**src/design/ipid_pkg.sv**
```systemverilog
`timescale 1ns / 1ps
`default_nettype none
// ----------------------------------------------------------------------------
// Incremental PID speed loop - shared package
// Widths, reset values, register indexes and inter-stage types.
// ----------------------------------------------------------------------------
package ipid_pkg;

  localparam int unsigned SPEED_W = 16;
  localparam int unsigned GAIN_W  = 16;
  localparam int unsigned DUTY_W  = 12;
  localparam int unsigned ERR_W   = SPEED_W + 1;  // target - measured
  localparam int unsigned D1_W    = ERR_W + 1;    // first difference
  localparam int unsigned D2_W    = ERR_W + 2;    // second difference
  localparam int unsigned PP_W    = GAIN_W + 1 + D1_W;
  localparam int unsigned PI_W    = GAIN_W + 1 + ERR_W;
  localparam int unsigned PD_W    = GAIN_W + 1 + D2_W;
  localparam int unsigned SUM_W   = PD_W + 2;
  localparam int unsigned Q_SHIFT = 8;            // Q8.8 gains
  localparam int unsigned STEP_W  = 5;
  localparam int unsigned DSUM_W  = DUTY_W + 2;

  localparam int unsigned CFG_IDX_W  = 3;
  localparam int unsigned CFG_DATA_W = 16;

  localparam int unsigned PWM_PERIOD_COUNT = 1000;

  localparam logic [DUTY_W-1:0] DUTY_RST    = DUTY_W'(PWM_PERIOD_COUNT / 2);
  localparam logic [GAIN_W-1:0] GAIN_P_RST  = GAIN_W'(128);
  localparam logic [GAIN_W-1:0] GAIN_I_RST  = GAIN_W'(20);
  localparam logic [GAIN_W-1:0] GAIN_D_RST  = GAIN_W'(0);
  localparam logic [DUTY_W-1:0] PWM_MIN_RST = DUTY_W'(50);
  localparam logic [DUTY_W-1:0] PWM_MAX_RST = DUTY_W'(950);

  localparam logic signed [STEP_W-1:0] STEP_MAX = STEP_W'(10);
  localparam logic signed [STEP_W-1:0] STEP_MIN = -STEP_W'(5);

  typedef enum logic [CFG_IDX_W-1:0] {
    CFG_GAIN_P  = 3'd0,
    CFG_GAIN_I  = 3'd1,
    CFG_GAIN_D  = 3'd2,
    CFG_PWM_MIN = 3'd3,
    CFG_PWM_MAX = 3'd4
  } cfg_idx_e;

  typedef struct packed {
    logic [GAIN_W-1:0] gain_p;
    logic [GAIN_W-1:0] gain_i;
    logic [GAIN_W-1:0] gain_d;
    logic [DUTY_W-1:0] pwm_min;
    logic [DUTY_W-1:0] pwm_max;
  } cfg_t;

  typedef struct packed {
    logic                    valid;
    logic                    act;
    logic signed [PP_W-1:0]  p;
    logic signed [PI_W-1:0]  i;
    logic signed [PD_W-1:0]  d;
  } prod_t;

  typedef struct packed {
    logic                     valid;
    logic                     act;
    logic signed [STEP_W-1:0] step;
  } step_t;

endpackage
`default_nettype wire

```
**src/design/ipid_cfg.sv**
```systemverilog
`timescale 1ns / 1ps
`default_nettype none
// ----------------------------------------------------------------------------
// Incremental PID speed loop - configuration registers
// Gains and duty limits, written through a plain write port.
// ----------------------------------------------------------------------------
module ipid_cfg (
  input  wire logic                            clk_i,
  input  wire logic                            rst_ni,
  input  wire logic                            cfg_we_i,
  input  wire logic [ipid_pkg::CFG_IDX_W-1:0]  cfg_idx_i,
  input  wire logic [ipid_pkg::CFG_DATA_W-1:0] cfg_data_i,
  output ipid_pkg::cfg_t                       cfg_o
);
  import ipid_pkg::*;

  cfg_t cfg_q;

  always_ff @(posedge clk_i or negedge rst_ni) begin
    if (!rst_ni) begin
      cfg_q.gain_p  <= GAIN_P_RST;
      cfg_q.gain_i  <= GAIN_I_RST;
      cfg_q.gain_d  <= GAIN_D_RST;
      cfg_q.pwm_min <= PWM_MIN_RST;
      cfg_q.pwm_max <= PWM_MAX_RST;
    end else if (cfg_we_i) begin
      case (cfg_idx_e'(cfg_idx_i))
        CFG_GAIN_P:  cfg_q.gain_p  <= cfg_data_i[GAIN_W-1:0];
        CFG_GAIN_I:  cfg_q.gain_i  <= cfg_data_i[GAIN_W-1:0];
        CFG_GAIN_D:  cfg_q.gain_d  <= cfg_data_i[GAIN_W-1:0];
        CFG_PWM_MIN: cfg_q.pwm_min <= cfg_data_i[DUTY_W-1:0];
        CFG_PWM_MAX: cfg_q.pwm_max <= cfg_data_i[DUTY_W-1:0];
        default: ;  // drop writes to unused indexes
      endcase
    end
  end

  assign cfg_o = cfg_q;

endmodule
`default_nettype wire

```
**config.mk**
```make
export PLATFORM = sky130hd
export DESIGN_NAME = ipid_cfg
export DESIGN_NICKNAME = d
export VERILOG_FILES = /design/src/design/ipid_pkg.sv /design/src/design/ipid_cfg.sv
export SDC_FILE = /design/constraint.sdc
export NUM_CORES = 1
export LEC_CHECK = 0
export ABC_AREA = 1
export BUFFER_PORTS_ARGS = -buffer_cell sky130_fd_sc_hd__buf_2
export CAP_MARGIN = 0
export CORE_ASPECT_RATIO = 0.7
export CORE_MARGIN = 8
export CORE_UTILIZATION = 40
export CTS_BUF_LIST = sky130_fd_sc_hd__clkbuf_8 sky130_fd_sc_hd__clkbuf_16
export DETAILED_ROUTE_END_ITERATION = 16
export HOLD_SLACK_MARGIN = 0.06
export PLACE_DENSITY = 0.68
export SYNTH_ARGS = -nofsm -noshare
export SYNTH_HDL_FRONTEND = slang
export SYNTH_SLANG_ARGS = --single-unit
```
**constraint.sdc**
```tcl
create_clock -name clk_i -period 1.74 [get_ports clk_i]
set_clock_uncertainty 0.05 [all_clocks]
set_input_delay 0.087 -clock clk_i [delete_from_list [all_inputs] [get_ports clk_i]]
set_output_delay 0.087 -clock clk_i [all_outputs]
set_load 0.05 [all_outputs]
```
=== Word-level counts from Yosys, hierarchy flattened ===
Index checks and enable logic that the tools add are counted.

* Register bits after elaboration: 72
* Input port bits: 22
* Output and inout port bits: 72

* Equality and inequality tests: 4
* Reductions and logical operators: 6

{| class="wikitable"
|+ Operator list
! operator !! number
|-
| $reduce_and 2->1 || 5
|-
| $eq 3x2->1 const B || 2
|-
| $eq 3x1->1 const B || 1
|-
| $eq 3x3->1 const B || 1
|-
| $logic_not 3->1 || 1
|}

=== Depth between registers and ports, before layout ===
* Depth after elaboration: 2
* Gate-level depth with buffers: 6
* Depth with buffers taken out: 5

=== Worst setup path before layout ===
No wires, ideal clock.

* Kind: reg2reg
* Start: register cfg_o[13] (netlist name)
* End: register cfg_q (netlist bit cfg_o[13])
* Arrival: 0.814 ns
* Slack: 0.815 ns
* Stages on the path, launching flop included: 3
* Path buffers: 0
* Path through: dfstp_2 > nand2_1 > nand2_1

{| class="wikitable"
|+ RTL lines
! item !! line !! text
|-
| to (decl) || ipid_cfg.sv:17 || <nowiki>cfg_t cfg_q;</nowiki>
|}

=== Final worst setup path ===
* Start: input port cfg_idx_i[2] (netlist name)
* End: register cfg_q (netlist bit cfg_o[11])

* Word-level cells in the longest chain between the ends: 2

{| class="wikitable"
|+ Ends and longest elaborated chain
! item !! line !! text
|-
| from (decl) || ipid_cfg.sv:11 || <nowiki>input wire logic [ipid_pkg::CFG_IDX_W-1:0] cfg_idx_i,</nowiki>
|-
| $eq 3x3->1 || ipid_cfg.sv:27 || <nowiki>case (cfg_idx_e'(cfg_idx_i))</nowiki>
|-
| $reduce_and 2->1 (no line) || - ||
|}

No other way between the ends.
A chain may end at the register's enable or synchronous reset.

==> impl_metrics.env <==
export IMPL_routed_wl_um=8490
export IMPL_power_density_nw_per_um2=1490
export IMPL_drtPass1Iterations=4
export IMPL_synth_fp_nets=346
export IMPL_cts_sinks=72
export IMPL_synth_edf_count=0
export IMPL_yosysSeqAreaShare_pct=62.7
export IMPL_finalCritPeriodShare_pct=88.1
export IMPL_ys_ff_latch=72
export IMPL_rsz0062_at_grt="false"
export IMPL_finalWorstSetupSlack_ns=0.208
export IMPL_drtAntennaViolNets=0
export IMPL_crit_path_start="cfg_idx_i[2]"
export IMPL_ff2ff_setup_slack_ns=0.96
export IMPL_viasPerCell=4.73
export IMPL_min_path_type="in2reg"
export IMPL_core_region_area_um2=7160
export IMPL_cp_end_kind="register"
export IMPL_largest_reg_flops=72
export IMPL_grt_pass1_vias=2598
export IMPL_r2r_end="cfg_o[8]"
export IMPL_irDropWorstVdd_mv=0.716
export IMPL_max_slew_margin_pct=65.9
export IMPL_tightest_slew_ns=0.510
export IMPL_cp_depth=7
export IMPL_critPathLaunchType="input port"
export IMPL_crit_end="cfg_o[11]"
export IMPL_fp_dieW_um=118
export IMPL_required_ns=1.91
export IMPL_path_class="in2reg"
export IMPL_fmax_mhz=653
export IMPL_wl_per_cell_um=15.7
export IMPL_drive_gt1_share_pct=31.4
export IMPL_syn_to_final_growth_pct=35.0
export IMPL_synth_top_flop_cell="dfrtp_1"
export IMPL_synthTopCellsByArea="dfrtp_1 51%, nand2_1 21%, dfstp_2 12%"
export IMPL_crit_family="buffers and inverters"
export IMPL_slew_viol_final=0
export IMPL_cts_buffer_depth=2
export IMPL_slowest_stage="dlygate4sd3_1"
export IMPL_syn_cell_area_um2=2900
export IMPL_final_min_clock_period_ns=1.53
export IMPL_synth_top_area_cell="dfrtp_1"
export IMPL_async_flop_share_pct=100
export IMPL_critPathMaxStageDelay_ns=0.52
export IMPL_nNetsFinal=460
export IMPL_cts_tree="built"
export IMPL_antenna_found_initial=0
export IMPL_yosysTopAreaCellShare_pct=50.9
export IMPL_final_hold_violation_count=0
export IMPL_clk_latency_ns=0.33
export IMPL_cts_root_buffer="clkbuf_8"
export IMPL_initial_core_util_pct=40.5
export IMPL_crit_buf_inv=3
export IMPL_outcome="completed"
export IMPL_grt_util_all_layers_pct=17.2
export IMPL_grt_max_degree=42
export IMPL_cp_max_fo=13
export IMPL_crit_top_cell="nand2_1"
export IMPL_rows=26
export IMPL_drtIter0Drc=148
export IMPL_leakage_nw=2.19
export IMPL_finalWeightedCongestion=0.747
export IMPL_portBuffers=93
export IMPL_vias=2562
export IMPL_worstRegToRegCells=2
export IMPL_maxCapViolCount=0
export IMPL_numCtsBuffers=9
export IMPL_htree_levels=3
export IMPL_yosysMostFrequentCell="nand2_1"
export IMPL_synth_cells=324
export IMPL_synth_distinct_cells=13
export IMPL_path_cells="dlygate4sd3_1 > buf_2 > nand2_1 > inv_1 > nand2_1 > nand2_1 > nand2_1"
export IMPL_pre_cts_ws_ns=0.360
export IMPL_setup_tns_ns=0
export IMPL_arrival_ns=1.70
export IMPL_io_pins=94
export IMPL_postCtsSetupBuffers=0
export IMPL_reg2reg_from="cfg_o[8]"
export IMPL_post_dp_hpwl_um=5860
export IMPL_grt_pass1_wl_um=13900
export IMPL_ys_top_cells_by_count="162 x nand2_1, 60 x nand3_1, 59 x dfrtp_1"
export IMPL_dieArea_um2=10300
export IMPL_path_clk_slew_ns=0.07
export IMPL_drc=0
export IMPL_die_h_um=87.2
export IMPL_setup_viol=0
export IMPL_fin_util_pct=54.7
export IMPL_syn_area_per_cell_um2=8.95
export IMPL_overflow=0
export IMPL_post_cts_resized=0
export IMPL_yosysWarnings=0
placed cells by master, fill, tap and decap left out, drive strengths merged, types with 3 or more instances in the layout:
master	synthesis	routed
dfrtp	59	59
inv	6	7
dfstp	13	13
bufinv	0	3
buf	15	101
dlygate4sd3	0	19
nand2	164	164
nor2	5	5
nand3	60	60
clkbuf	2	10
cell families after synthesis:
kind of cell,synth area share (%)
flip-flops,62.7
AND/OR/NAND/NOR,33.2
buffers and inverters,4.10
how the worst min path moves through the flow:
stage,start,cells past startpoint,slack (ns),endpoint
finish,cfg_we_i,5,0.09,cfg_o[60]
global placement,rst_ni,1,-0.003,cfg_o[24]
global route,cfg_we_i,5,0.09,cfg_o[60]
detailed placement,rst_ni,1,0.0005,cfg_o[24]
floorplan,rst_ni,0,-0.26,cfg_o[0]
CTS,cfg_we_i,5,0.06,cfg_o[60]
worst register-to-register path: cells and delay by family (launching register included):
| family | cells | cell delay, ns |
|---|---|---|
| simple gates | 2 | 0.13 |
| flops | 1 | 0.54 |
per-layer routing:
layer	track usage, %	vias to the layer above	wire length [um]
met4	5.21	0	36
met2	24.4	107	3610
met1	23.6	1205	4060
met5	0	-	0
li1	-	1246	-
met3	6.54	4	785
what timing repair did:
action | 4_1_cts | 5_1_grt
endpoints found under the hold margin | 132 | 0
hold buffers | 19 | 0
setup endpoints to repair | 0 | 0
through the flow:
| step | cells | power, mW | hold WS [ns] | instance area [um^2] |
|---|---|---|---|---|
| floorplan | 324 | 3.65 | -0.259 | 2900 |
| global placement | 506 | 4.18 | -0.00332 | 3470 |
| detailed placement | 506 | 4.20 | 0.000522 | 3470 |
| CTS | 541 | 5.90 | 0.0624 | 3910 |
| global route | 541 | 6.11 | 0.0945 | 3910 |
| finish | 542 | 5.82 | 0.0937 | 3910 |
area by class of cell:
| class | count | area (um^2) |
|---|---|---|
| fill | 669 | 3240 |
| sequential | 72 | 1820 |
| multi-input combinational | 229 | 965 |
| timing repair buffer | 120 | 731 |
| clock buffer | 10 | 138 |
| tap | 98 | 123 |
| clock inverter | 6 | 115 |
| inverter | 6 | 22.5 |
| antenna | 1 | 2.50 |
power breakdown:
group,total (mW),internal (mW),switching (mW)
logic,1.97,0.405,1.57
registers,2.21,2.03,0.185
clock network,1.64,0.999,0.641
total,5.82,3.43,2.39
Power figures use the tool's default switching activity.
