### src/design/ipid_pkg.sv
`timescale 1ns / 1ps
`default_nettype none
// ----------------------------------------------------------------------------
// Incremental PID speed loop - shared package
// Widths, reset values, register indexes and inter-stage types.
// ----------------------------------------------------------------------------
package ipid_pkg;

  localparam int unsigned SPEED_W = 16;
  localparam int unsigned GAIN_W  = 16;
  localparam int unsigned DUTY_W  = 12;
  localparam int unsigned ERR_W   = SPEED_W + 1;  // target - measured
  localparam int unsigned D1_W    = ERR_W + 1;    // first difference
  localparam int unsigned D2_W    = ERR_W + 2;    // second difference
  localparam int unsigned PP_W    = GAIN_W + 1 + D1_W;
  localparam int unsigned PI_W    = GAIN_W + 1 + ERR_W;
  localparam int unsigned PD_W    = GAIN_W + 1 + D2_W;
  localparam int unsigned SUM_W   = PD_W + 2;
  localparam int unsigned Q_SHIFT = 8;            // Q8.8 gains
  localparam int unsigned STEP_W  = 5;
  localparam int unsigned DSUM_W  = DUTY_W + 2;

  localparam int unsigned CFG_IDX_W  = 3;
  localparam int unsigned CFG_DATA_W = 16;

  localparam int unsigned PWM_PERIOD_COUNT = 1000;

  localparam logic [DUTY_W-1:0] DUTY_RST    = DUTY_W'(PWM_PERIOD_COUNT / 2);
  localparam logic [GAIN_W-1:0] GAIN_P_RST  = GAIN_W'(128);
  localparam logic [GAIN_W-1:0] GAIN_I_RST  = GAIN_W'(20);
  localparam logic [GAIN_W-1:0] GAIN_D_RST  = GAIN_W'(0);
  localparam logic [DUTY_W-1:0] PWM_MIN_RST = DUTY_W'(50);
  localparam logic [DUTY_W-1:0] PWM_MAX_RST = DUTY_W'(950);

  localparam logic signed [STEP_W-1:0] STEP_MAX = STEP_W'(10);
  localparam logic signed [STEP_W-1:0] STEP_MIN = -STEP_W'(5);

  typedef enum logic [CFG_IDX_W-1:0] {
    CFG_GAIN_P  = 3'd0,
    CFG_GAIN_I  = 3'd1,
    CFG_GAIN_D  = 3'd2,
    CFG_PWM_MIN = 3'd3,
    CFG_PWM_MAX = 3'd4
  } cfg_idx_e;

  typedef struct packed {
    logic [GAIN_W-1:0] gain_p;
    logic [GAIN_W-1:0] gain_i;
    logic [GAIN_W-1:0] gain_d;
    logic [DUTY_W-1:0] pwm_min;
    logic [DUTY_W-1:0] pwm_max;
  } cfg_t;

  typedef struct packed {
    logic                    valid;
    logic                    act;
    logic signed [PP_W-1:0]  p;
    logic signed [PI_W-1:0]  i;
    logic signed [PD_W-1:0]  d;
  } prod_t;

  typedef struct packed {
    logic                     valid;
    logic                     act;
    logic signed [STEP_W-1:0] step;
  } step_t;

endpackage
`default_nettype wire

### src/design/ipid_err.sv
`timescale 1ns / 1ps
`default_nettype none
// ----------------------------------------------------------------------------
// Incremental PID speed loop - error stage
// Input register, error history and the three gain products.
// ----------------------------------------------------------------------------
module ipid_err (
  input  wire logic                         clk_i,
  input  wire logic                         rst_ni,
  input  wire logic                         adv_i,
  input  wire logic                         in_valid_i,
  input  wire logic [ipid_pkg::SPEED_W-1:0] target_i,
  input  wire logic [ipid_pkg::SPEED_W-1:0] measured_i,
  input  wire ipid_pkg::cfg_t               cfg_i,
  output ipid_pkg::prod_t                   prod_o
);
  import ipid_pkg::*;

  logic                    in_vld_q;
  logic [SPEED_W-1:0]      tgt_q;
  logic [SPEED_W-1:0]      meas_q;
  logic signed [ERR_W-1:0] last_err_q;
  logic signed [ERR_W-1:0] older_err_q;
  logic signed [ERR_W-1:0] err;
  logic signed [D1_W-1:0]  d1;
  logic signed [D2_W-1:0]  d2;
  logic                    act;
  prod_t                   prod_d;
  prod_t                   prod_q;

  always_comb begin
    err = $signed({1'b0, tgt_q}) - $signed({1'b0, meas_q});
    // deadband covers -1, 0 and +1
    act = (err > ERR_W'(1)) || (err < -ERR_W'(1));
    d1  = D1_W'(err) - D1_W'(last_err_q);
    d2  = D2_W'(err) + D2_W'(older_err_q) - (D2_W'(last_err_q) <<< 1);
    prod_d.valid = in_vld_q;
    prod_d.act   = act;
    prod_d.p     = $signed({1'b0, cfg_i.gain_p}) * d1;
    prod_d.i     = $signed({1'b0, cfg_i.gain_i}) * err;
    prod_d.d     = $signed({1'b0, cfg_i.gain_d}) * d2;
  end

  always_ff @(posedge clk_i or negedge rst_ni) begin
    if (!rst_ni) begin
      in_vld_q    <= 1'b0;
      last_err_q  <= '0;
      older_err_q <= '0;
      prod_q      <= '0;
    end else if (adv_i) begin
      in_vld_q <= in_valid_i;
      prod_q   <= prod_d;
      if (in_vld_q && act) begin
        older_err_q <= last_err_q;
        last_err_q  <= err;
      end
    end
  end

  always_ff @(posedge clk_i) begin
    if (adv_i) begin
      tgt_q  <= target_i;
      meas_q <= measured_i;
    end
  end

  assign prod_o = prod_q;

endmodule
`default_nettype wire

### config.mk
export PLATFORM = sky130hd
export DESIGN_NAME = ipid_err
export DESIGN_NICKNAME = d
export VERILOG_FILES = /design/src/design/ipid_pkg.sv /design/src/design/ipid_err.sv
export SDC_FILE = /design/constraint.sdc
export NUM_CORES = 2
export LEC_CHECK = 0
export BUFFER_PORTS_ARGS = -buffer_cell sky130_fd_sc_hd__buf_4
export CAP_MARGIN = 20
export CORE_MARGIN = 4
export CORE_UTILIZATION = 50
export CTS_CLUSTER_DIAMETER = 100
export DETAILED_ROUTE_END_ITERATION = 6
export GPL_TIMING_DRIVEN = 0
export PLACE_DENSITY_LB_ADDON = 0.08
export SLEW_MARGIN = 20
export SYNTH_ARGS = -nofsm -noshare
export SYNTH_HDL_FRONTEND = slang
export SYNTH_SLANG_ARGS = --single-unit
### constraint.sdc
create_clock -name clk_i -period 29.8 [get_ports clk_i]
set_clock_uncertainty 0.05 [all_clocks]
set_input_delay 0 -clock clk_i [delete_from_list [all_inputs] [get_ports clk_i]]
set_output_delay 0 -clock clk_i [all_outputs]
set_load 0.02 [all_outputs]
; ---- Yosys cells after proc, flatten, opt, wreduce, memory -nomap -nowiden
; Cells that the tools add are included.
[word_totals]
out_inout_bits = 107
elab_cells = 22
ff_bits = 174
inputBits = 108
[classes]
reduce_logical = 3
magnitude_cmp = 2
n_mul = 3
n_addsub = 4
[ops]
columns = op, count
row1 = 17-bit by 19-bit multiplier with 36-bit output, 1
row2 = 17-bit by 18-bit multiplier with 35-bit output, 1
row3 = 17-bit by 17-bit multiplier with 34-bit output, 1
row4 = 18-bit by 18-bit subtractor with 19-bit output, 1
row5 = 17-bit by 17-bit adder with 18-bit output, 1
row6 = 17-bit by 17-bit subtractor with 18-bit output, 1
row7 = "17-bit by 2-bit greater-than comparator with 1-bit output, second input constant", 1
row8 = "17-bit by 1-bit less-than comparator with 1-bit output, second input constant", 1
row9 = 16-bit by 16-bit subtractor with 17-bit output, 1
row10 = 2-bit AND reduction, 1
row11 = 1-bit logical AND, 1
row12 = 1-bit logical OR, 1

; ---- Longest topological paths before layout
[logic_depth]
depth_word = 5
mapped_depth = 43
mapped_depth_nobuf = 41

; ---- Least setup slack after synthesis
; No wires, ideal clock.
[synth_timing]
kind = register to register
startpoint = register meas_q[1]
endpoint = register prod_q (netlist bit prod_o[35])
setup_ns = 0.125
path_slack_ns = 19.485
required_ns = 29.625
arrival_ns = 10.141
n_path_buf = 4
period_less_slack_ns = 10.315
path_stages_with_launch = 41
path_cell_list = edfxtp_1 inv_1 ha_1 nor2b_1 o21ai_2 a21o_1 a21oi_1 a2111oi_2 clkbuf_1 buf_1 fa_1 ha_1 a21o_1 a21oi_1 a21oi_1 o311ai_0 a21oi_1 o21a_1 (+5 left out) inv_1 fa_1 clkbuf_1 xnor2_1 xnor2_1 fa_1 fa_1 inv_1 fa_1 inv_1 ha_1 or2_2 a21oi_1 a31oi_1 nor2b_1 a2111oi_0 xnor2_1 mux2_2
[synth_via]
elab_chain_cells = 4
[synth_rtl]
columns = element, line_no
row1 = start: declaration, ipid_err.sv:21  ; logic [SPEED_W-1:0] meas_q;
row2 = start signal: assignment, ipid_err.sv:63  ; meas_q <= measured_i;
row3 = 16-bit by 16-bit subtractor with 17-bit output, ipid_err.sv:32  ; err = $signed({1'b0, tgt_q}) - $signed({1'b0, meas_q});
row4 = net err[7], ipid_err.sv:24  ; logic signed [ERR_W-1:0] err;
row5 = 17-bit by 17-bit adder with 18-bit output, ipid_err.sv:36  ; d2 = D2_W'(err) + D2_W'(older_err_q) - (D2_W'(last_err_q) <<< 1);
row6 = 18-bit by 18-bit subtractor with 19-bit output, ipid_err.sv:36
row7 = 17-bit by 19-bit multiplier with 36-bit output, ipid_err.sv:41  ; prod_d.d = $signed({1'b0, cfg_i.gain_d}) * d2;
row8 = end signal: assignment, ipid_err.sv:52  ; prod_q <= prod_d;
row9 = end: declaration, ipid_err.sv:29  ; prod_t prod_q;
; The timed path passes the listed nets, and every way through them passes these cells.
; A chain may end at the register's enable or synchronous reset.

; ---- Worst setup path after layout
[layout_timing]
startpoint = register tgt_q[0]
endpoint = register prod_q (netlist bit prod_o[34])
[layout_via]
elab_chain_cells = 4
[layout_rtl]
columns = element, line_no
row1 = start: declaration, ipid_err.sv:20  ; logic [SPEED_W-1:0] tgt_q;
row2 = start signal: assignment, ipid_err.sv:62  ; tgt_q <= target_i;
row3 = 16-bit by 16-bit subtractor with 17-bit output, ipid_err.sv:32
row4 = net err[4], ipid_err.sv:24
row5 = 17-bit by 17-bit adder with 18-bit output, ipid_err.sv:36
row6 = 18-bit by 18-bit subtractor with 19-bit output, ipid_err.sv:36
row7 = 17-bit by 19-bit multiplier with 36-bit output, ipid_err.sv:41
; The timed path passes the listed nets, and every way through them passes these cells.

==> metrics <==
ys flop type dfrtp_1; Critical Path End Type flop; post-CTS setup buffer count 0; dpl hpwl 93.4 mm; fin crit share between 40% and 50%; fmax between 70 and 80 MHz; Core Rows about 100; die height about 290 um; vias in the first global route 31,800; Post-synth EDFFs 32; top cells by count, synth 1,008 x inv_1, 822 x fa_1, 536 x nand2_1, 359 x ha_1, 288 x and2_1; Worst-path clk slew ~90 ps; Slew Limit Fails 0; Vias approximately 30,000; clock buffer count from CTS 17; post-synthesis xor/xnor area fraction 2.96%; fin crit period about 13,000 ps; outcome completed; cell area after synthesis 0.0408 sq mm; syn_area_per_cell 9.38 sq um; CTS tree built; first-pass GRT wire length around 180 mm; mean number of vias per cell between 5 and 6; ranking of synthesized cells by area fa_1 40%, ha_1 11%, inv_1 9.3%, dfrtp_1 8.7%, nand2_1 4.9%; worst skew pair latency approximately 540 ps; post-synth cell types a little over 80; YS warnings 0; most frequent cell after synthesis inv_1; Compound-Gate Fraction of Synth Area between 5 and 6%; slowest CP cell clkbuf_1; Setup TNS 0 ps; RSZ-0062 raised after global routing false; gr usage total a little over a quarter; die area 0.0863 sq mm; DR iter-0 viols ~1,700; Die X 294 um; Async SR Flop Fraction 81.6%; wire length per cell 20.1 um; Worst path max stage delay ~640 ps; H-tree levels 4; core area around 0.081 sq mm; Final Hold Violating Endpoints 0; ANT nets after route 0; Slew headroom between 20% and 30%; MaxCap Viol Count 0; global placement routability congestion about 0.91; Yosys reg bits between 150 and 200; # setup viols final 0; worst hold-check path type input port to flop; mux share of post-synthesis cell area 3.15%; worst-margin pin slew around 1100 ps; Mapped Nets 5,641; crit path max fanout 11; initial core utilization between 50% and 60%; Total Wirelength ~110 mm; nets ~5,900; Congestion Overflow GR 0; classification of the worst setup path flop to flop; top cell type's share of synthesized area about two fifths; Port Buf Inserts around 170; area growth from synthesis to layout 9.22%; CTS Sinks between 150 and 200; leading area contributor after synthesis fa_1; WP data arrival between 10,000 and 15,000 ps; share of cells above drive strength 1 approximately 7.6%; sequential area share after synthesis 11.1%; I/O pin count ~220; fraction of the mapped netlist area in adder cells 51.4%; most frequent CP cell fa_1; largest net degree at the start of global routing about 50; router iterations before antenna repair 5; Worst Setup Start Kind flop; simple-gate share of the synthesized area between 10 and 15%; CP Data Required Time slightly above 30,000 ps; Synth Instances ~4,400; initial antenna violation count 2; root buffer cell clkbuf_16; Max Buffers Root-to-Sink 2; Remaining DRCs 0; largest family of logic cells by synthesized area adder cells
==> layout by cell type, fill, tap and decap left out, types with 84 or more instances in the layout <==
master	instances
buf_4	166
inv_1	1008
xnor2_1	103
a21oi_1	109
mux2_2	84
and2_1	288
fa_1	822
clkbuf_1	152
dfrtp_1	142
ha_1	359
nand2_1	536
==> critical path, delay by kind of cell (launching register included) <==
kind	cells	cell delay [ps]
AOI/OAI and AO/OA	14	3720
muxes	1	270
buffers and inverters	7	2050
and+or+nand+nor	5	940
DFF	1	340
adders and majority gates	11	5010
xor gates and xnor gates	2	350
==> final cells by class <==
type / count / area, sq um
fill: 7524 / 36100
multi-input combinational: 2994 / 31800
sequential: 174 / 4510
inverter: 1008 / 3780
timing repair buffer: 210 / 1770
tap: 1060 / 1330
buffer: 176 / 697
clock buffer: 17 / 425
clock inverter: 15 / 209
antenna: 4 / 10.0
==> layer usage <==
layer	global-route usage (%)	share of wire (%)
met1	37.4	43
met2	45.1	47
met3	5.03	6.5
met4	8.08	2.8
met5	0	0
==> final timing paths <==
kind	from	end	slack [ps]	depth (start not counted)
setup / recovery	tgt_q[0]$_DFFE_PP_	prod_o[34]$_DFFE_PN0P_	16920	40
hold / removal	cfg_i[24]	prod_o[0]$_DFFE_PN0P_	130	3
setup reg to reg	tgt_q[0]$_DFFE_PP_	prod_o[34]$_DFFE_PN0P_	16920	40
hold reg to reg	prod_o[64]$_DFFE_PN0P_	prod_o[64]$_DFFE_PN0P_	440	2
max in group asynchronous	rst_ni	in_vld_q$_DFFE_PN0P_	28540	5
min in group asynchronous	rst_ni	prod_o[87]$_DFFE_PN0P_	500	4
==> sequential cells by signal, indices dropped and copies added (netlist names) <==
signal,count
older_err_q,17
meas_q,16
tgt_q,16
in_vld_q,1
last_err_q,17
prod_o,107
==> metrics by stage <==
| stage | utilization, % | worst slack [ps] | hold WS, ps | instance area, sq um | cells |
|---|---|---|---|---|---|
| after global placement | 53.8 | 16870 | 130 | 43400 | 5579 |
| after global routing | 55.2 | 16150 | 124 | 44600 | 5654 |
| after CTS | 55.2 | 17030 | 70.6 | 44600 | 5654 |
| after floorplan | - | 19480 | -346 | 40800 | 4352 |
| final | 55.3 | 16920 | 127 | 44600 | 5658 |
| after detailed placement | 53.9 | 17080 | -130 | 43500 | 5583 |
==> repair_timing <==
item                                   CTS  global route
endpoints found under the hold margin  160             0
gates resized for setup                  0             0
setup endpoints to repair                0             0
hold buffers                            39             0
==> logic make-up after synthesis <==
kind of cell	Yosys count
AND/OR/NAND/NOR	1189
adder cells (fa/ha/maj)	1186
buffers and inverters	1184
AO/OA/AOI/OAI	372
flip-flops	174
XOR/XNOR	138
multiplexers	109
Power is left out: the tool's default activity adds up to more than one toggle a clock period on the data nets, which glitch-free logic cannot reach.
