**config.mk**
```make
export PLATFORM = sky130hd
export DESIGN_NAME = ipid_duty
export DESIGN_NICKNAME = d
export VERILOG_FILES = /design/src/design/ipid_pkg.sv /design/src/design/ipid_duty.sv
export SDC_FILE = /design/constraint.sdc
export NUM_CORES = 1
export LEC_CHECK = 0
export BUFFER_PORTS_ARGS = -buffer_cell sky130_fd_sc_hd__buf_4
export CORE_ASPECT_RATIO = 1.25
export CORE_MARGIN = 1.5
export CORE_UTILIZATION = 45
export CTS_CLUSTER_DIAMETER = 120
export CTS_CLUSTER_SIZE = 30
export DETAILED_ROUTE_END_ITERATION = 10
export GPL_ROUTABILITY_DRIVEN = 0
export PLACE_DENSITY = 0.85
export SETUP_SLACK_MARGIN = 0.2
export SLEW_MARGIN = 20
export SYNTH_ARGS = -nofsm -noshare
export SYNTH_HDL_FRONTEND = slang
export SYNTH_SLANG_ARGS = --single-unit
```
**constraint.sdc**
```tcl
create_clock -name clk_i -period 7.6 [get_ports clk_i]
set_input_delay 1.52 -clock clk_i [delete_from_list [all_inputs] [get_ports clk_i]]
set_output_delay 1.52 -clock clk_i [all_outputs]
set_load 0.02 [all_outputs]
```
**src/design/ipid_pkg.sv**
```systemverilog
`timescale 1ns / 1ps
`default_nettype none
// ----------------------------------------------------------------------------
// Incremental PID speed loop - shared package
// Widths, reset values, register indexes and inter-stage types.
// ----------------------------------------------------------------------------
package ipid_pkg;

  localparam int unsigned SPEED_W = 16;
  localparam int unsigned GAIN_W  = 16;
  localparam int unsigned DUTY_W  = 12;
  localparam int unsigned ERR_W   = SPEED_W + 1;  // target - measured
  localparam int unsigned D1_W    = ERR_W + 1;    // first difference
  localparam int unsigned D2_W    = ERR_W + 2;    // second difference
  localparam int unsigned PP_W    = GAIN_W + 1 + D1_W;
  localparam int unsigned PI_W    = GAIN_W + 1 + ERR_W;
  localparam int unsigned PD_W    = GAIN_W + 1 + D2_W;
  localparam int unsigned SUM_W   = PD_W + 2;
  localparam int unsigned Q_SHIFT = 8;            // Q8.8 gains
  localparam int unsigned STEP_W  = 5;
  localparam int unsigned DSUM_W  = DUTY_W + 2;

  localparam int unsigned CFG_IDX_W  = 3;
  localparam int unsigned CFG_DATA_W = 16;

  localparam int unsigned PWM_PERIOD_COUNT = 1000;

  localparam logic [DUTY_W-1:0] DUTY_RST    = DUTY_W'(PWM_PERIOD_COUNT / 2);
  localparam logic [GAIN_W-1:0] GAIN_P_RST  = GAIN_W'(128);
  localparam logic [GAIN_W-1:0] GAIN_I_RST  = GAIN_W'(20);
  localparam logic [GAIN_W-1:0] GAIN_D_RST  = GAIN_W'(0);
  localparam logic [DUTY_W-1:0] PWM_MIN_RST = DUTY_W'(50);
  localparam logic [DUTY_W-1:0] PWM_MAX_RST = DUTY_W'(950);

  localparam logic signed [STEP_W-1:0] STEP_MAX = STEP_W'(10);
  localparam logic signed [STEP_W-1:0] STEP_MIN = -STEP_W'(5);

  typedef enum logic [CFG_IDX_W-1:0] {
    CFG_GAIN_P  = 3'd0,
    CFG_GAIN_I  = 3'd1,
    CFG_GAIN_D  = 3'd2,
    CFG_PWM_MIN = 3'd3,
    CFG_PWM_MAX = 3'd4
  } cfg_idx_e;

  typedef struct packed {
    logic [GAIN_W-1:0] gain_p;
    logic [GAIN_W-1:0] gain_i;
    logic [GAIN_W-1:0] gain_d;
    logic [DUTY_W-1:0] pwm_min;
    logic [DUTY_W-1:0] pwm_max;
  } cfg_t;

  typedef struct packed {
    logic                    valid;
    logic                    act;
    logic signed [PP_W-1:0]  p;
    logic signed [PI_W-1:0]  i;
    logic signed [PD_W-1:0]  d;
  } prod_t;

  typedef struct packed {
    logic                     valid;
    logic                     act;
    logic signed [STEP_W-1:0] step;
  } step_t;

endpackage
`default_nettype wire

```
**src/design/ipid_duty.sv**
```systemverilog
`timescale 1ns / 1ps
`default_nettype none
// ----------------------------------------------------------------------------
// Incremental PID speed loop - duty stage
// Duty count state, limit clamp and the result register.
// ----------------------------------------------------------------------------
module ipid_duty (
  input  wire logic                        clk_i,
  input  wire logic                        rst_ni,
  input  wire logic                        adv_i,
  input  wire ipid_pkg::step_t             step_i,
  input  wire ipid_pkg::cfg_t              cfg_i,
  output logic                             res_valid_o,
  output logic [ipid_pkg::DUTY_W-1:0]      res_duty_o,
  output logic                             res_adjusted_o
);
  import ipid_pkg::*;

  logic [DUTY_W-1:0]        duty_q;
  logic [DUTY_W-1:0]        duty_d;
  logic signed [DSUM_W-1:0] dsum;
  logic                     res_vld_q;
  logic [DUTY_W-1:0]        res_duty_q;
  logic                     res_adj_q;

  always_comb begin
    dsum = $signed({2'b00, duty_q}) + DSUM_W'(step_i.step);
    if (dsum < $signed({2'b00, cfg_i.pwm_min})) begin
      dsum = $signed({2'b00, cfg_i.pwm_min});
    end
    // upper limit applies last, so it wins when the limits cross
    if (dsum > $signed({2'b00, cfg_i.pwm_max})) begin
      dsum = $signed({2'b00, cfg_i.pwm_max});
    end
    duty_d = step_i.act ? dsum[DUTY_W-1:0] : duty_q;
  end

  always_ff @(posedge clk_i or negedge rst_ni) begin
    if (!rst_ni) begin
      duty_q    <= DUTY_RST;
      res_vld_q <= 1'b0;
      res_adj_q <= 1'b0;
    end else if (adv_i) begin
      res_vld_q <= step_i.valid;
      if (step_i.valid) begin
        duty_q    <= duty_d;
        res_adj_q <= step_i.act;
      end
    end
  end

  always_ff @(posedge clk_i) begin
    if (adv_i && step_i.valid) begin
      res_duty_q <= duty_d;
    end
  end

  assign res_valid_o    = res_vld_q;
  assign res_duty_o     = res_duty_q;
  assign res_adjusted_o = res_adj_q;

endmodule
`default_nettype wire

```
Word level (Yosys, flattened, before mapping) --
Index checks and enable logic that the tools add are counted.
Storage, ports and cells: register bits after elaboration 26, bits of input ports 82, output and inout port bits 14, word-level logic and storage cells 12
Operators by class: add/subtract/negate cells 1, magnitude comparators 2, multiplexer cells 3, reductions and logical operators 2
Operators by type and width (count):
- $mux 12 | 2
- $add 13x5->14 | 1
- $gt 14x13->1 | 1
- $lt 14x13->1 | 1
- $mux 14 | 1
- $reduce_and 2->1 | 1
- $logic_and 1x1->1 | 1

Depth between registers and ports, before layout --
depth in word-level cells 6, mapped depth 30, depth with buffers taken out 27

Worst setup path after synthesis --
Ideal clock, no wire load.
path kind input -> register, from in step_i[0] in the netlist's numbering, to reg res_duty_q[10], in the netlist res_duty_o[10], data pin, setup time 273 ps, data arrival time 6869 ps, data required time 7327 ps, setup slack 459 ps, stages 29, path buffers 3, cell sequence ha_1 inv_1 fa_1 nor2b_1 o21a_1 nor2_1 xnor2_1 ha_1 a21oi_1 nor2b_1 a2111oi_0 o21ai_0 a311oi_1 o21ai_0 a21oi_1 ha_1 clkbuf_1 inv_1 buf_1 mux2_2 ha_1 o21ai_0 a221oi_1 o21ai_0 a311o_1 nand4_4 buf_12 mux2i_1 mux2i_1
Between the ends: longest elaborated chain between the ends 6
RTL lines:
- start: declaration | line ipid_duty.sv:11 | input wire ipid_pkg::step_t step_i,
- $add 13x5->14 (*) | line ipid_duty.sv:27 | dsum = $signed({2'b00, duty_q}) + DSUM_W'(step_i.step);
- $lt 14x13->1 | line ipid_duty.sv:28 | if (dsum < $signed({2'b00, cfg_i.pwm_min})) begin
- $mux 14 (*) | line ipid_duty.sv:28
- $gt 14x13->1 | line ipid_duty.sv:32 | if (dsum > $signed({2'b00, cfg_i.pwm_max})) begin
- $mux 12 (*) | line ipid_duty.sv:32
- $mux 12 (*) | line ipid_duty.sv:35 | duty_d = step_i.act ? dsum[DUTY_W-1:0] : duty_q;
- net duty_d[10] | line ipid_duty.sv:20 | logic [DUTY_W-1:0] duty_d;
- end signal: assignment | line ipid_duty.sv:54 | res_duty_q <= duty_d;
- end: declaration | line ipid_duty.sv:23 | logic [DUTY_W-1:0] res_duty_q;
The timed path passes the listed nets; every way through them passes the cells marked *. A chain may end at the register's enable or synchronous reset.

Worst setup path in the final report --
from in step_i[0] in the netlist's numbering, to reg res_duty_q[5], in the netlist res_duty_o[5], data pin
The elaborated chain is that of the path after synthesis.

==> metrics.txt <==
# TYPE chip_impl_metric gauge
chip_impl_metric{name="slew_headroom",unit="%"} 53.4
chip_impl_info{name="run_status",value="finished, final reports clean"} 1
chip_impl_metric{name="placement_rows",unit=""} 30
chip_impl_metric{name="critical-path-max-stage-delay",unit="ns"} 0.45
chip_impl_metric{name="worst_clock_skew",unit="ns"} 0.00104
chip_impl_info{name="hold_path.class",value="flip-flop to flip-flop"} 1
chip_impl_metric{name="synth_enable_flop_cells",unit=""} 12
chip_impl_metric{name="setup_violations",unit=""} 0
chip_impl_metric{name="p_leak",unit="nW"} 1.53
chip_impl_metric{name="worst_margin_slew",unit="ns"} 0.697
chip_impl_metric{name="setup-tns-final",unit="ns"} 0
chip_impl_metric{name="cts_buffers",unit=""} 3
chip_impl_metric{name="top_area_cell_type_share_of_the_netlist_area",unit="%"} 17.8
chip_impl_metric{name="die-area",unit="sq um"} 6230
chip_impl_metric{name="leftover_overflow_at_the_end_of_global_routing",unit=""} 0
chip_impl_metric{name="die_h",unit="um"} 87.9
chip_impl_metric{name="synth.lib_cells_used.distinct",unit=""} 44
chip_impl_metric{name="synthToLayoutAreaGrowth",unit="%"} 20.0
chip_impl_info{name="post-synth-top-area-cell",value="ha_1"} 1
chip_impl_metric{name="dp_slack",unit="ns"} 0.145
chip_impl_metric{name="core_area",unit="sq um"} 5480
chip_impl_metric{name="cts_buffer_depth",unit=""} 2
chip_impl_metric{name="synthCells",unit=""} 293
chip_impl_metric{name="cp.arrival",unit="ns"} 7.07
chip_impl_metric{name="die_w",unit="um"} 70.9
chip_impl_info{name="synth.most_common_cell",value="inv_1"} 1
chip_impl_metric{name="boundaryPins",unit=""} 96
chip_impl_metric{name="synthesis.yosys.warnings",unit=""} 0
chip_impl_metric{name="grt_start_max_net_pins",unit=""} 24
chip_impl_metric{name="ir_worst_vdd",unit="V"} 0.000226
chip_impl_metric{name="global_route.usage.total",unit="%"} 18.3
chip_impl_info{name="cts.root.buffer_cell",value="clkbuf_8"} 1
chip_impl_info{name="synth_top_cells_by_area",value="ha_1 (18%), edfxtp_1 (14%), mux2i_1 (8.1%)"} 1
chip_impl_metric{name="layout_setup_ws",unit="ns"} 0.542
chip_impl_metric{name="critical_path_peak_fanout",unit=""} 8
chip_impl_metric{name="report.final.hold_viol_count",unit=""} 0
chip_impl_info{name="timing.critical_path.slowest_stage_cell",value="a311o_1"} 1
chip_impl_metric{name="antenna_violating_nets_post_route",unit=""} 0
chip_impl_metric{name="syn_area",unit="sq um"} 2590
chip_impl_metric{name="htree_num_levels",unit=""} 1
chip_impl_info{name="commonest_cells_in_the_synthesized_netlist",value="inv_1 (42), ha_1 (37), nand2_1 (28)"} 1
chip_impl_metric{name="detail_route.wl_per_cell",unit="um"} 14.9
chip_impl_metric{name="dr.pass1.iters",unit=""} 4
chip_impl_metric{name="required",unit="ns"} 7.61
chip_impl_metric{name="syn_nets",unit=""} 413
chip_impl_metric{name="fmax",unit="MHz"} 142
chip_impl_metric{name="p_per_area",unit="nW/um^2"} 505
chip_impl_info{name="rsz0062_at_grt",value="true"} 1
chip_impl_metric{name="layout.filler_cells",unit=""} 478
chip_impl_metric{name="slew_violations",unit=""} 0
chip_impl_info{name="postSynth.topFlopCell",value="edfxtp_1"} 1
chip_impl_metric{name="post_cts.repair.setup_buffers",unit=""} 0
chip_impl_metric{name="routed-via-count",unit=""} 2290
chip_impl_info{name="critical_path.startpoint_type",value="primary input"} 1
chip_impl_metric{name="stdcell_count",unit=""} 404
chip_impl_metric{name="total_half_perimeter_wirelength_after_legalization_and_detailed_placement",unit="um"} 4730
chip_impl_metric{name="initial_core_util",unit="%"} 47.3
chip_impl_metric{name="drc_errors",unit=""} 0
chip_impl_metric{name="ys_seq_elements",unit=""} 26
chip_impl_metric{name="clkLatencyLatePin",unit="ns"} 0.27
chip_impl_info{name="critical_path.endpoint_type",value="flip-flop"} 1
chip_impl_metric{name="n_antenna_cell",unit=""} 0
chip_impl_metric{name="route.detailed.vias_per_inst",unit=""} 5.67
chip_impl_metric{name="clk_pin_slew",unit="ns"} 0.09
chip_impl_metric{name="worst-path-buf-inv",unit=""} 3
chip_impl_info{name="cts_tree",value="done"} 1
chip_impl_metric{name="antenna_violations_before_repair",unit=""} 0
chip_impl_metric{name="buffer_ports.inserted",unit=""} 47
chip_impl_metric{name="first_global_vias",unit=""} 2126
chip_impl_metric{name="cts_sinks",unit=""} 26
chip_impl_metric{name="placed_cells_incl_taps",unit=""} 399
chip_impl_metric{name="timing.max_cap.violations",unit=""} 0
chip_impl_metric{name="drt_wl_total",unit="um"} 6020
chip_impl_metric{name="yosysSeqAreaShare",unit="%"} 27.7
chip_impl_metric{name="drt_iter0_markers",unit=""} 139
chip_impl_info{name="timing.setup.critical_path_class",value="primary input to flip-flop"} 1
chip_impl_metric{name="global_route_wire_length_before_repair",unit="um"} 9250
chip_impl_info{name="path_delay_family",value="compound AO/OA/AOI/OAI gates"} 1
chip_impl_metric{name="final_net_count",unit=""} 461
chip_impl_metric{name="syn_avg_cell_area",unit="sq um"} 8.85
chip_impl_metric{name="timing.final.crit_share",unit="%"} 92.9
chip_impl_metric{name="async_flop_share",unit="%"} 53.8
chip_impl_metric{name="finalCriticalPeriod",unit="ns"} 7.06
chip_impl_metric{name="post_route_cells_drive_above_1_share",unit="%"} 23.2
[final cells by class]
class                           count  area (sq um)  share of cell area, %
Timing Repair Buffer               50           375                   12.1
Inverter                           42           158                   5.07
Clock buffer                        3          41.3                   1.33
Multi-Input combinational cell    218          1710                   54.9
Tap cell                           64          80.1                   2.57
Clock inverter                      1          30.0                  0.965
Sequential cell                    26           718                   23.1
[worst paths after layout]
path | start | end | slack, ns | depth (start not counted)
setup / recovery | step_i[0] | res_duty_o[5]$_DFFE_PP_ | 0.54 | 27
hold / removal | res_adjusted_o$_DFFE_PN0P_ | res_adjusted_o$_DFFE_PN0P_ | 0.49 | 2
setup reg to reg | duty_q[0]$_DFFE_PN0P_ | res_duty_o[5]$_DFFE_PP_ | 1.46 | 26
hold reg to reg | res_adjusted_o$_DFFE_PN0P_ | res_adjusted_o$_DFFE_PN0P_ | 0.49 | 2
max in group asynchronous | rst_ni | duty_q[4]$_DFFE_PN1P_ | 6.29 | 1
min in group asynchronous | rst_ni | duty_q[10]$_DFFE_PN0P_ | 1.07 | 1
[state kept, by name, indices dropped and copies added, names as in the netlist]
name	cells
res_valid_o	1
duty_q	12
res_duty_o	12
res_adjusted_o	1
[cells in the final DEF, fill, tap and decap left out, types with 6 or more instances in the layout]
cell	n
edfxtp_1	12
buf_4	50
a21oi_1	15
o21ai_1	9
xnor2_1	8
ha_1	37
inv_1	41
dfrtp_1	8
o21ai_0	17
mux2_2	8
nor2_1	12
a21o_1	6
mux2i_1	19
dfstp_2	6
nand2_1	28
[tightest hold or removal path: stages (launching register included)]
cell and delay (ns):
dfrtp_1 0.35, nand2_1 0.05, nand2_1 0.06
[layer usage]
metal  track usage (%)  vias to the layer above  routed length (um)
met5                 0                        -                   0
met4              5.32                        0                 145
met3              2.65                       12                 234
met2              34.3                       60                3210
met1              21.7                     1073                2430
li1                  -                     1145                   -
[cells by family (layout without fill, tap and decap cells)]
logic type | Yosys count | count (layout) | synth area share, %
xor+xnor | 11 | 11 | 3.71
simple gates | 65 | 66 | 12.3
compound gates | 74 | 74 | 18.2
buf+inv | 50 | 96 | 7.86
fa+ha+maj | 38 | 38 | 18.6
mux | 29 | 29 | 11.6
flops | 26 | 26 | 27.7
[metrics by stage]
stage	instance area, sq um	utilization [%]	total power (W)	hold WS [ns]
6_report	3110	56.8	0.00157	0.494
2_1_floorplan	2590	-	0.00115	0.455
3_3_place_gp	3000	54.8	0.00134	0.469
4_1_cts	3070	56.1	0.00151	0.495
5_1_grt	3110	56.8	0.00171	0.521
3_5_place_dp	3000	54.8	0.00138	0.473
[where the power goes]
group	internal, W	switching, W	leakage, nW
Clock	0.0000706	0.0000460	0.0357
Sequential	0.000225	0.0000369	0.275
Combinational	0.000530	0.000661	1.22
[timing repair]
item	CTS	global route
endpoints found under the setup margin	0	21
resized for setup	0	7
hold buffers	0	0
No activity file was read; power rests on OpenSTA's default activity.
