### config.mk
export PLATFORM = sky130hd
export DESIGN_NAME = ipid_step
export DESIGN_NICKNAME = d
export VERILOG_FILES = /design/src/design/ipid_pkg.sv /design/src/design/ipid_step.sv
export SDC_FILE = /design/constraint.sdc
export NUM_CORES = 1
export LEC_CHECK = 0
export BUFFER_PORTS_ARGS = -buffer_cell sky130_fd_sc_hd__buf_4
export CAP_MARGIN = 20
export CORE_MARGIN = 3
export CORE_UTILIZATION = 45
export DETAILED_ROUTE_END_ITERATION = 8
export GPL_ROUTABILITY_DRIVEN = 0
export HOLD_SLACK_MARGIN = 0.02
export PLACE_DENSITY_LB_ADDON = 0.1
export SKIP_LAST_GASP = 1
export SLEW_MARGIN = 20
export SYNTH_ARGS = -nofsm -noshare
export SYNTH_HDL_FRONTEND = slang
export SYNTH_SLANG_ARGS = --single-unit
### constraint.sdc
create_clock -name clk_i -period 1.64 [get_ports clk_i]
set_input_delay 0.246 -clock clk_i [delete_from_list [all_inputs] [get_ports clk_i]]
set_output_delay 0.246 -clock clk_i [all_outputs]
set_load 0.05 [all_outputs]
### src/design/ipid_pkg.sv
`timescale 1ns / 1ps
`default_nettype none
// ----------------------------------------------------------------------------
// Incremental PID speed loop - shared package
// Widths, reset values, register indexes and inter-stage types.
// ----------------------------------------------------------------------------
package ipid_pkg;

  localparam int unsigned SPEED_W = 16;
  localparam int unsigned GAIN_W  = 16;
  localparam int unsigned DUTY_W  = 12;
  localparam int unsigned ERR_W   = SPEED_W + 1;  // target - measured
  localparam int unsigned D1_W    = ERR_W + 1;    // first difference
  localparam int unsigned D2_W    = ERR_W + 2;    // second difference
  localparam int unsigned PP_W    = GAIN_W + 1 + D1_W;
  localparam int unsigned PI_W    = GAIN_W + 1 + ERR_W;
  localparam int unsigned PD_W    = GAIN_W + 1 + D2_W;
  localparam int unsigned SUM_W   = PD_W + 2;
  localparam int unsigned Q_SHIFT = 8;            // Q8.8 gains
  localparam int unsigned STEP_W  = 5;
  localparam int unsigned DSUM_W  = DUTY_W + 2;

  localparam int unsigned CFG_IDX_W  = 3;
  localparam int unsigned CFG_DATA_W = 16;

  localparam int unsigned PWM_PERIOD_COUNT = 1000;

  localparam logic [DUTY_W-1:0] DUTY_RST    = DUTY_W'(PWM_PERIOD_COUNT / 2);
  localparam logic [GAIN_W-1:0] GAIN_P_RST  = GAIN_W'(128);
  localparam logic [GAIN_W-1:0] GAIN_I_RST  = GAIN_W'(20);
  localparam logic [GAIN_W-1:0] GAIN_D_RST  = GAIN_W'(0);
  localparam logic [DUTY_W-1:0] PWM_MIN_RST = DUTY_W'(50);
  localparam logic [DUTY_W-1:0] PWM_MAX_RST = DUTY_W'(950);

  localparam logic signed [STEP_W-1:0] STEP_MAX = STEP_W'(10);
  localparam logic signed [STEP_W-1:0] STEP_MIN = -STEP_W'(5);

  typedef enum logic [CFG_IDX_W-1:0] {
    CFG_GAIN_P  = 3'd0,
    CFG_GAIN_I  = 3'd1,
    CFG_GAIN_D  = 3'd2,
    CFG_PWM_MIN = 3'd3,
    CFG_PWM_MAX = 3'd4
  } cfg_idx_e;

  typedef struct packed {
    logic [GAIN_W-1:0] gain_p;
    logic [GAIN_W-1:0] gain_i;
    logic [GAIN_W-1:0] gain_d;
    logic [DUTY_W-1:0] pwm_min;
    logic [DUTY_W-1:0] pwm_max;
  } cfg_t;

  typedef struct packed {
    logic                    valid;
    logic                    act;
    logic signed [PP_W-1:0]  p;
    logic signed [PI_W-1:0]  i;
    logic signed [PD_W-1:0]  d;
  } prod_t;

  typedef struct packed {
    logic                     valid;
    logic                     act;
    logic signed [STEP_W-1:0] step;
  } step_t;

endpackage
`default_nettype wire

### src/design/ipid_step.sv
`timescale 1ns / 1ps
`default_nettype none
// ----------------------------------------------------------------------------
// Incremental PID speed loop - step stage
// Sum the products, scale toward zero and limit the step.
// ----------------------------------------------------------------------------
module ipid_step (
  input  wire logic           clk_i,
  input  wire logic           rst_ni,
  input  wire logic           adv_i,
  input  wire ipid_pkg::prod_t prod_i,
  output ipid_pkg::step_t     step_o
);
  import ipid_pkg::*;

  localparam int unsigned QUO_W = SUM_W - Q_SHIFT;

  logic signed [SUM_W-1:0] sum;
  logic signed [SUM_W-1:0] sum_adj;
  logic signed [QUO_W-1:0] quo;
  step_t                   step_d;
  step_t                   step_q;

  always_comb begin
    sum = SUM_W'(prod_i.p) + SUM_W'(prod_i.i) + SUM_W'(prod_i.d);
    // bias negatives so the shift truncates toward zero
    sum_adj = sum[SUM_W-1] ? (sum + SUM_W'((1 << Q_SHIFT) - 1)) : sum;
    quo     = QUO_W'(sum_adj >>> Q_SHIFT);
    step_d.valid = prod_i.valid;
    step_d.act   = prod_i.act;
    if (!prod_i.act) begin
      step_d.step = '0;
    end else if (quo > QUO_W'(STEP_MAX)) begin
      step_d.step = STEP_MAX;
    end else if (quo < QUO_W'(STEP_MIN)) begin
      step_d.step = STEP_MIN;
    end else begin
      step_d.step = STEP_W'(quo);
    end
  end

  always_ff @(posedge clk_i or negedge rst_ni) begin
    if (!rst_ni) begin
      step_q <= '0;
    end else if (adv_i) begin
      step_q <= step_d;
    end
  end

  assign step_o = step_q;

endmodule
`default_nettype wire

# After elaboration in Yosys (flattened, before gate mapping)
# Index checks and enable logic that the tools add are counted.
# word_totals
output_inout_bits,7
elab_cells,12
reg_bits,7
in_bits,110
# op_classes
addsub,3
n_mux,4
n_lt_le_gt_ge,2
# op_table
operator,count
"adder 37 x 9 -> 38 bit, second input constant",1
two-way mux 38 bit,1
adder 36 x 36 -> 37 bit,1
adder 35 x 34 -> 36 bit,1
"> comparator 30 x 5 -> 1 bit, second input constant",1
"less-than comparator 30 x 4 -> 1 bit, second input constant",1
two-way mux 5 bit,3

# Depth between registers and ports, before layout
# Gate-level depths: netlist of run 1.
# depth
depth_word,8
depth_mapped,18
mapped_depth_nobuf,18

# Least setup slack after synthesis of run 1
# Ideal clock, no wire load.
# synth_timing
path_kind,in2reg
start,input port prod_i[1] (netlist bit)
end,register step_q (netlist bit step_o[0])
path_stages,17
path_buffers,0
t_required_ns,1.514
slack_ns,-2.414
arrival_time_ns,3.928
setup_ns,0.126
path_cell_list,inv_1 > fa_1 > inv_1 > ha_1 > inv_1 > fa_1 > nand2b_1 > a21oi_4 > o21ai_1 > xor2_1 > nand3b_1 > or3_1 > nor4_1 > o2111ai_1 > a2111oi_2 > a211oi_1 > a311o_1
# synth_via
elab_chain_len,7
word_cells_on_any_way,8
classes_between,add/sub: 2; order compare: 2; mux: 4
# synth_lines
item,line,text
start: declaration,ipid_step.sv:11,"input wire ipid_pkg::prod_t prod_i,"
adder 36 x 36 -> 37 bit *,ipid_step.sv:25,sum = SUM_W'(prod_i.p) + SUM_W'(prod_i.i) + SUM_W'(prod_i.d);
adder 37 x 9 -> 38 bit,ipid_step.sv:27,sum_adj = sum[SUM_W-1] ? (sum + SUM_W'((1 << Q_SHIFT) - 1)) : sum;
two-way mux 38 bit *,ipid_step.sv:27,
less-than comparator 30 x 4 -> 1 bit,ipid_step.sv:35,end else if (quo < QUO_W'(STEP_MIN)) begin
two-way mux 5 bit,ipid_step.sv:35,
two-way mux 5 bit *,ipid_step.sv:33,end else if (quo > QUO_W'(STEP_MAX)) begin
two-way mux 5 bit *,ipid_step.sv:31,if (!prod_i.act) begin
end signal: assignment,ipid_step.sv:46,step_q <= step_d;
end: declaration,ipid_step.sv:22,step_t step_q;
# Mark *: on every way between the ends. The rest lies on a longest branch, timed or not.
# A chain may end at the register's enable or synchronous reset.

# Worst setup path in the final report of run 1
# layout_timing
start,input port prod_i[2] (netlist bit)
end,register step_q (netlist bit step_o[3])
# The elaborated chain is that of the path after synthesis.

==> results of run 1 <==
-- cell families (layout without fill, tap and decap cells) --
logic type                 Yosys count  after routing  share of synthesized area (%)
AOI/OAI and AO/OA                  195            195                           32.4
muxes                                3              3                          0.691
and+or+nand+nor                    179            179                           21.8
DFF                                  7              7                           3.87
xor gates and xnor gates            34             34                           7.24
buffers and inverters               80            358                           7.96
adders and majority gates           72             72                           26.0
-- layout by cell type (no fill, tap or decap), types with 11 or more instances in the layout --
master	Yosys	layout
a21oi_1	42	37
a21oi_2	8	11
buf_4	5	288
fa_1	37	36
ha_1	35	16
ha_4	0	16
inv_1	59	50
nand2_1	41	38
nand4_1	23	23
nor2_1	31	29
nor3_1	14	12
o21a_1	13	13
o21ai_0	17	15
o21ai_1	13	12
xnor2_1	19	15
-- how the worst min path moves through the flow --
stage / startpoint / end / slack [ns] / cells after the start
2_1_floorplan: rst_ni / step_o[0]$_DFFE_PN0P_ / -0.05 / 0
3_3_place_gp: rst_ni / step_o[2]$_DFFE_PN0P_ / 0.06 / 1
3_5_place_dp: rst_ni / step_o[0]$_DFFE_PN0P_ / 0.06 / 1
4_1_cts: prod_i[106] / step_o[6]$_DFFE_PN0P_ / 0.26 / 2
5_1_grt: prod_i[106] / step_o[6]$_DFFE_PN0P_ / 0.25 / 2
6_report: prod_i[106] / step_o[6]$_DFFE_PN0P_ / 0.26 / 2
-- final cells by class --
class / count / area (µm²)
Multi-Input combinational cell: 483 / 4540
Fill cell: 668 / 2110
Tap cell: 129 / 161
Inverter: 60 / 244
Clock buffer: 4 / 45.0
Timing Repair Buffer: 294 / 2230
Sequential cell: 7 / 175
-- per-stage QoR --
step | setup slack (ns) | hold slack [ns] | cell area, µm²
2_1_floorplan | -2.19 | -0.0496 | 4680
3_3_place_gp | -2.60 | 0.0587 | 6750
3_5_place_dp | -2.71 | 0.0594 | 6750
4_1_cts | -2.28 | 0.257 | 7180
5_1_grt | -2.58 | 0.254 | 7390
6_report | -2.48 | 0.256 | 7390
-- where the power goes --
group / switching [W] / internal (W) / leakage (nW)
Sequential: 0.0000112 / 0.000197 / 0.0880
Combinational: 0.00323 / 0.00320 / 3.24
Clock: 0.0000743 / 0.000168 / 0.0228
-- timing repair --
action,CTS,global route
gates resized for setup,54,28
endpoints found under the setup margin,5,5
setup buffers,11,8
endpoints found under the hold margin,7,0
pin swaps,22,20
hold buffers,1,0
-- routing by layer --
| layer | wire length [µm] | vias to the layer above |
|---|---|---|
| met2 | 7520 | 240 |
| met1 | 6180 | 2646 |
| met5 | 0 | - |
| li1 | - | 2669 |
| met3 | 922 | 45 |
| met4 | 423 | 0 |
==> out/results.ini, run 1 <==
[critical_path]
slowest_delay_ns=0.51
slowest_stage=or4_4
path_buf_inv=7
cp_cell_sequence=buf_4, inv_1, fa_1, buf_4, fa_2, nand2b_4, a21oi_4, buf_6, o21ai_2, buf_4, a2111o_1, o311a_1, buf_6, or4_4, a32oi_2, nand4_1, buf_4, nor4_2, o22ai_1
r2r-start=step_o[0]$_DFFE_PN0P_
crit_path_frequent_cell=buf_4
rrSetupSlack_ns=0.72
worstSetupStartpoint=prod_i[2]
worstSetupPathType=in2reg
critPathRequiredTime_ns=1.74
crit_path_start_kind=primary input
r2r_end=step_o[0]$_DFFE_PN0P_
worstSetupEndpointType=register
critPathCapture=step_o[3]$_DFFE_PN0P_
arrival_ns=4.22
cp_num_cells=19
r2r_cells=2
worstPathMaxFanout=5
critPathTopFamily=simple AND/OR/NAND/NOR gates

[timing]
timing.final.crit_period_ns=4.12
worst_slack_ns=-2.48
setup_viol=5
hold_viol_final=0
post-route-period-util_pct=251
rsz0062_at_grt=true
fmaxAchievable_mhz=243
skew_ns=0
relSlewSlack_pct=61.5
final.setup.tns_ns=-11.84
drv_slew=0
tightestPinTransition_ns=0.572

[yosys]
syn_nets=752
synthTopCellsByArea=fa_1 (16%), ha_1 (9.7%), inv_1 (4.9%)
synth_top_cell_by_area=fa_1
synth-main-ff-cell=dfrtp_1
seq_area_frac_synth_pct=3.87
ys_warn_count=0
avgSynthCellArea_um2=7.95
async_reset_ff_share_pct=100
synth_edf_count=0
synth-seq-cells=7
yosysUniqueCellTypes=91
syn_inst=570
synth_common_cells=inv_1 (59), a21oi_1 (42), nand2_1 (41)
synth_most_common_cell=inv_1
synth_top_area_share_pct=16.4
synth_area_um2=4530

[placed_design]
place_inst=953
port_buffers=116
hpwlAfterDp_um=12200

[final_layout]
largest_reg_flops=7
final_util_pct=77.8
syn_to_final_growth_pct=63.2
fin_nets=1031
drive_gt1_share_pct=49.2
diodes=0
stdcell_count=977

[pwr]
pwr_density_cell_nw_per_um2=930
p_leak_nw=3.35
power_w=0.00688
ir_worst_vdd_uv=456

[clock_tree]
cts_max_level=1
clock-sinks=7
cts_max_path_buffers=2
cts_tree=done
cts_buffers=3
clk_pin_slew_worst_paths_ns=0.04
clkLatencyLatePin_ns=0.23
cts-root-buf=clkbuf_8

[min_path]
min_path_type=in2reg

[die]
start_util_pct=47.7
core-area_um2=9500
ios=117
fp.dieH_um=106
rows=35
die_w_um=106
die_area_um2=11300

[detailed_routing]
post_drt_wl_per_cell_um=15.4
vias_per_cell=5.73
drc=0
routed_wl_um=15000
dr.pass1.iters=5
vias=5600
drt_iter0_drc=304
ant_nets=0

[global_route]
met3_usage_pct=1.64
grt_usage_pct=25.4
grt_overflow=0
gr-usage-met2_pct=45.8
grt_pass1_vias=5526
grt_max_degree=11
antenna_found_initial=0
busiest_layer=met2
use_met1_pct=32.2
grt_pass1_wl_um=24300

[job]
cap_viol_max_count=0

[run_status]
violations=negative setup slack
status=finished with violations

No activity file was read; power rests on OpenSTA's default activity.
==> inputs of run 2 (changes only) <==
- CELL_PAD_IN_SITES_DETAIL_PLACEMENT: not set -> 1
- CELL_PAD_IN_SITES_GLOBAL_PLACEMENT: not set -> 2
- CORE_UTILIZATION: 45 -> 34
- clock period: 1.64 -> 5.3 ns (I/O delays scaled with it)
==> run 2 against run 1 <==
Compared with the run above:
- the flow now finishes without violations
- clock skew unchanged
- count of clock-buffer cells in the layout unchanged
- clock power decreased by 47%
- routed wire length decreased by 3.4%
- critical path type unchanged
- largest power group unchanged
==> out/results.ini, run 2 (synthesis gave the netlist of run 1 again) <==
[timing]
final.setup.tns_ns=0
timing.final.crit_period_ns=4.96
setup_viol=0
fmaxAchievable_mhz=202
hold_viol_final=0
drv_slew=0
relSlewSlack_pct=58.4
tightestPinTransition_ns=0.616
rsz0062_at_grt=false
holdWs_ns=0.368
skew_ns=0
post-route-period-util_pct=93.6

[critical_path]
worstSetupPathType=in2reg
worstPathMaxFanout=7
arrival_ns=5.07
crit_path_start_kind=primary input
worstSetupEndpointType=register
critPathRequiredTime_ns=5.41

[die]
fp.dieH_um=121
rows=41
core-area_um2=12800
die_area_um2=14700
ios=117
die_w_um=121
start_util_pct=35.3

[clock_tree]
cts_buffers=3
cts-root-buf=clkbuf_16
hold_buffers=0
cts_max_level=1
clk_pin_slew_worst_paths_ns=0.04
clock-sinks=7
clkLatencyLatePin_ns=0.23
cts_tree=done
cts_max_path_buffers=2

[detailed_routing]
vias=4811
dr.pass1.iters=4
routed_wl_um=14500
drt_iter0_drc=171
vias_per_cell=5.67
post_drt_wl_per_cell_um=17.1
drc=0
ant_nets=0

[placed_design]
hpwlAfterDp_um=12600
port_buffers=116
placed_area_um2=5520

[final_layout]
syn_to_final_growth_pct=24.1
finalInstanceArea_um2=5620
fill_cells=1586
mostFrequentLayoutCell=buf_4
largest_reg_flops=7
diodes=0
drive_gt1_share_pct=25.6
final_util_pct=43.8
mostFrequentLayoutCells=buf_4 (122), inv_1 (59), a21oi_1 (41), nand2_1 (41), fa_1 (37)
fin_nets=859

[global_route]
grt_overflow=0
grt_pass1_wl_um=24400
grt_max_degree=13
antenna_found_initial=0
grt_pass1_vias=5100
grt_usage_pct=19.7

[pwr]
power_w=0.00155
pwr_density_cell_nw_per_um2=276
p_leak_nw=2.44
ir_worst_vdd_uv=73.9

[run_status]
status=complete, no violations

[job]
cap_viol_max_count=0

[min_path]
min_path_type=in2async

==> run 2: final cells by class <==
| class | instances | area [µm²] | share of cell area [%] |
|---|---|---|---|
| tap | 172 | 215 | 3.83 |
| timing repair buffer | 122 | 916 | 16.3 |
| sequential | 7 | 175 | 3.12 |
| multi-input combinational | 483 | 4010 | 71.3 |
| clock buffer | 4 | 78.8 | 1.40 |
| inverter | 60 | 225 | 4.01 |
==> run 2: routing by layer <==
layer  GRT usage, %  vias to the layer above  wire, µm
met5              0                        -         0
met4           3.01                        0       125
met3           1.03                        9       460
met2           36.1                      102      7340
met1           25.9                     2374      6610
li1               -                     2326         -
==> run 2: repair_timing <==
item,CTS,global route
endpoints found under the setup margin,0,3
resized for setup,0,3
setup buffers,0,1
==> run 2: stage by stage <==
| stage | worst slack (ns) | cells |
|---|---|---|
| 2_1_floorplan | 0.697 | 570 |
| 3_3_place_gp | 0.178 | 843 |
| 3_5_place_dp | 0.118 | 843 |
| 4_1_cts | 0.323 | 847 |
| 5_1_grt | 0.0283 | 848 |
| 6_report | 0.340 | 848 |
==> run 2: path summary, 6_finish.rpt <==
check	slack (ns)	start	cells past startpoint	endpoint
hold / removal	0.37	rst_ni	1	step_o[5]$_DFFE_PN0P_
min in group clk_i	0.51	step_o[6]$_DFFE_PN0P_	1	step_o[6]$_DFFE_PN0P_
hold reg to reg	0.51	step_o[6]$_DFFE_PN0P_	1	step_o[6]$_DFFE_PN0P_
max in group asynchronous	4.81	rst_ni	1	step_o[2]$_DFFE_PN0P_
setup reg to reg	4.33	step_o[0]$_DFFE_PN0P_	2	step_o[0]$_DFFE_PN0P_
setup / recovery	0.34	prod_i[37]	18	step_o[0]$_DFFE_PN0P_
==> run 2: power breakdown <==
group          leakage [nW]  switching [W]  internal, W
Clock                0.0382      0.0000281     0.000100
Sequential           0.0880     0.00000486    0.0000612
Combinational          2.32       0.000826     0.000531
==> run 2: critical path, cell delays in order <==
cell and delay [ns]:
buf_4 0.11, inv_1 0.07, fa_1 0.43, inv_1 0.07, ha_1 0.22, inv_1 0.07, fa_1 0.40, nand2b_1 0.23
a21oi_4 0.25, o21ai_1 0.12, xor2_1 0.19, nand3b_1 0.28, or3_1 0.45, nor4_1 0.41, o2111ai_1 0.19, a2111oi_2 0.36
a211oi_1 0.13, a311o_1 0.29
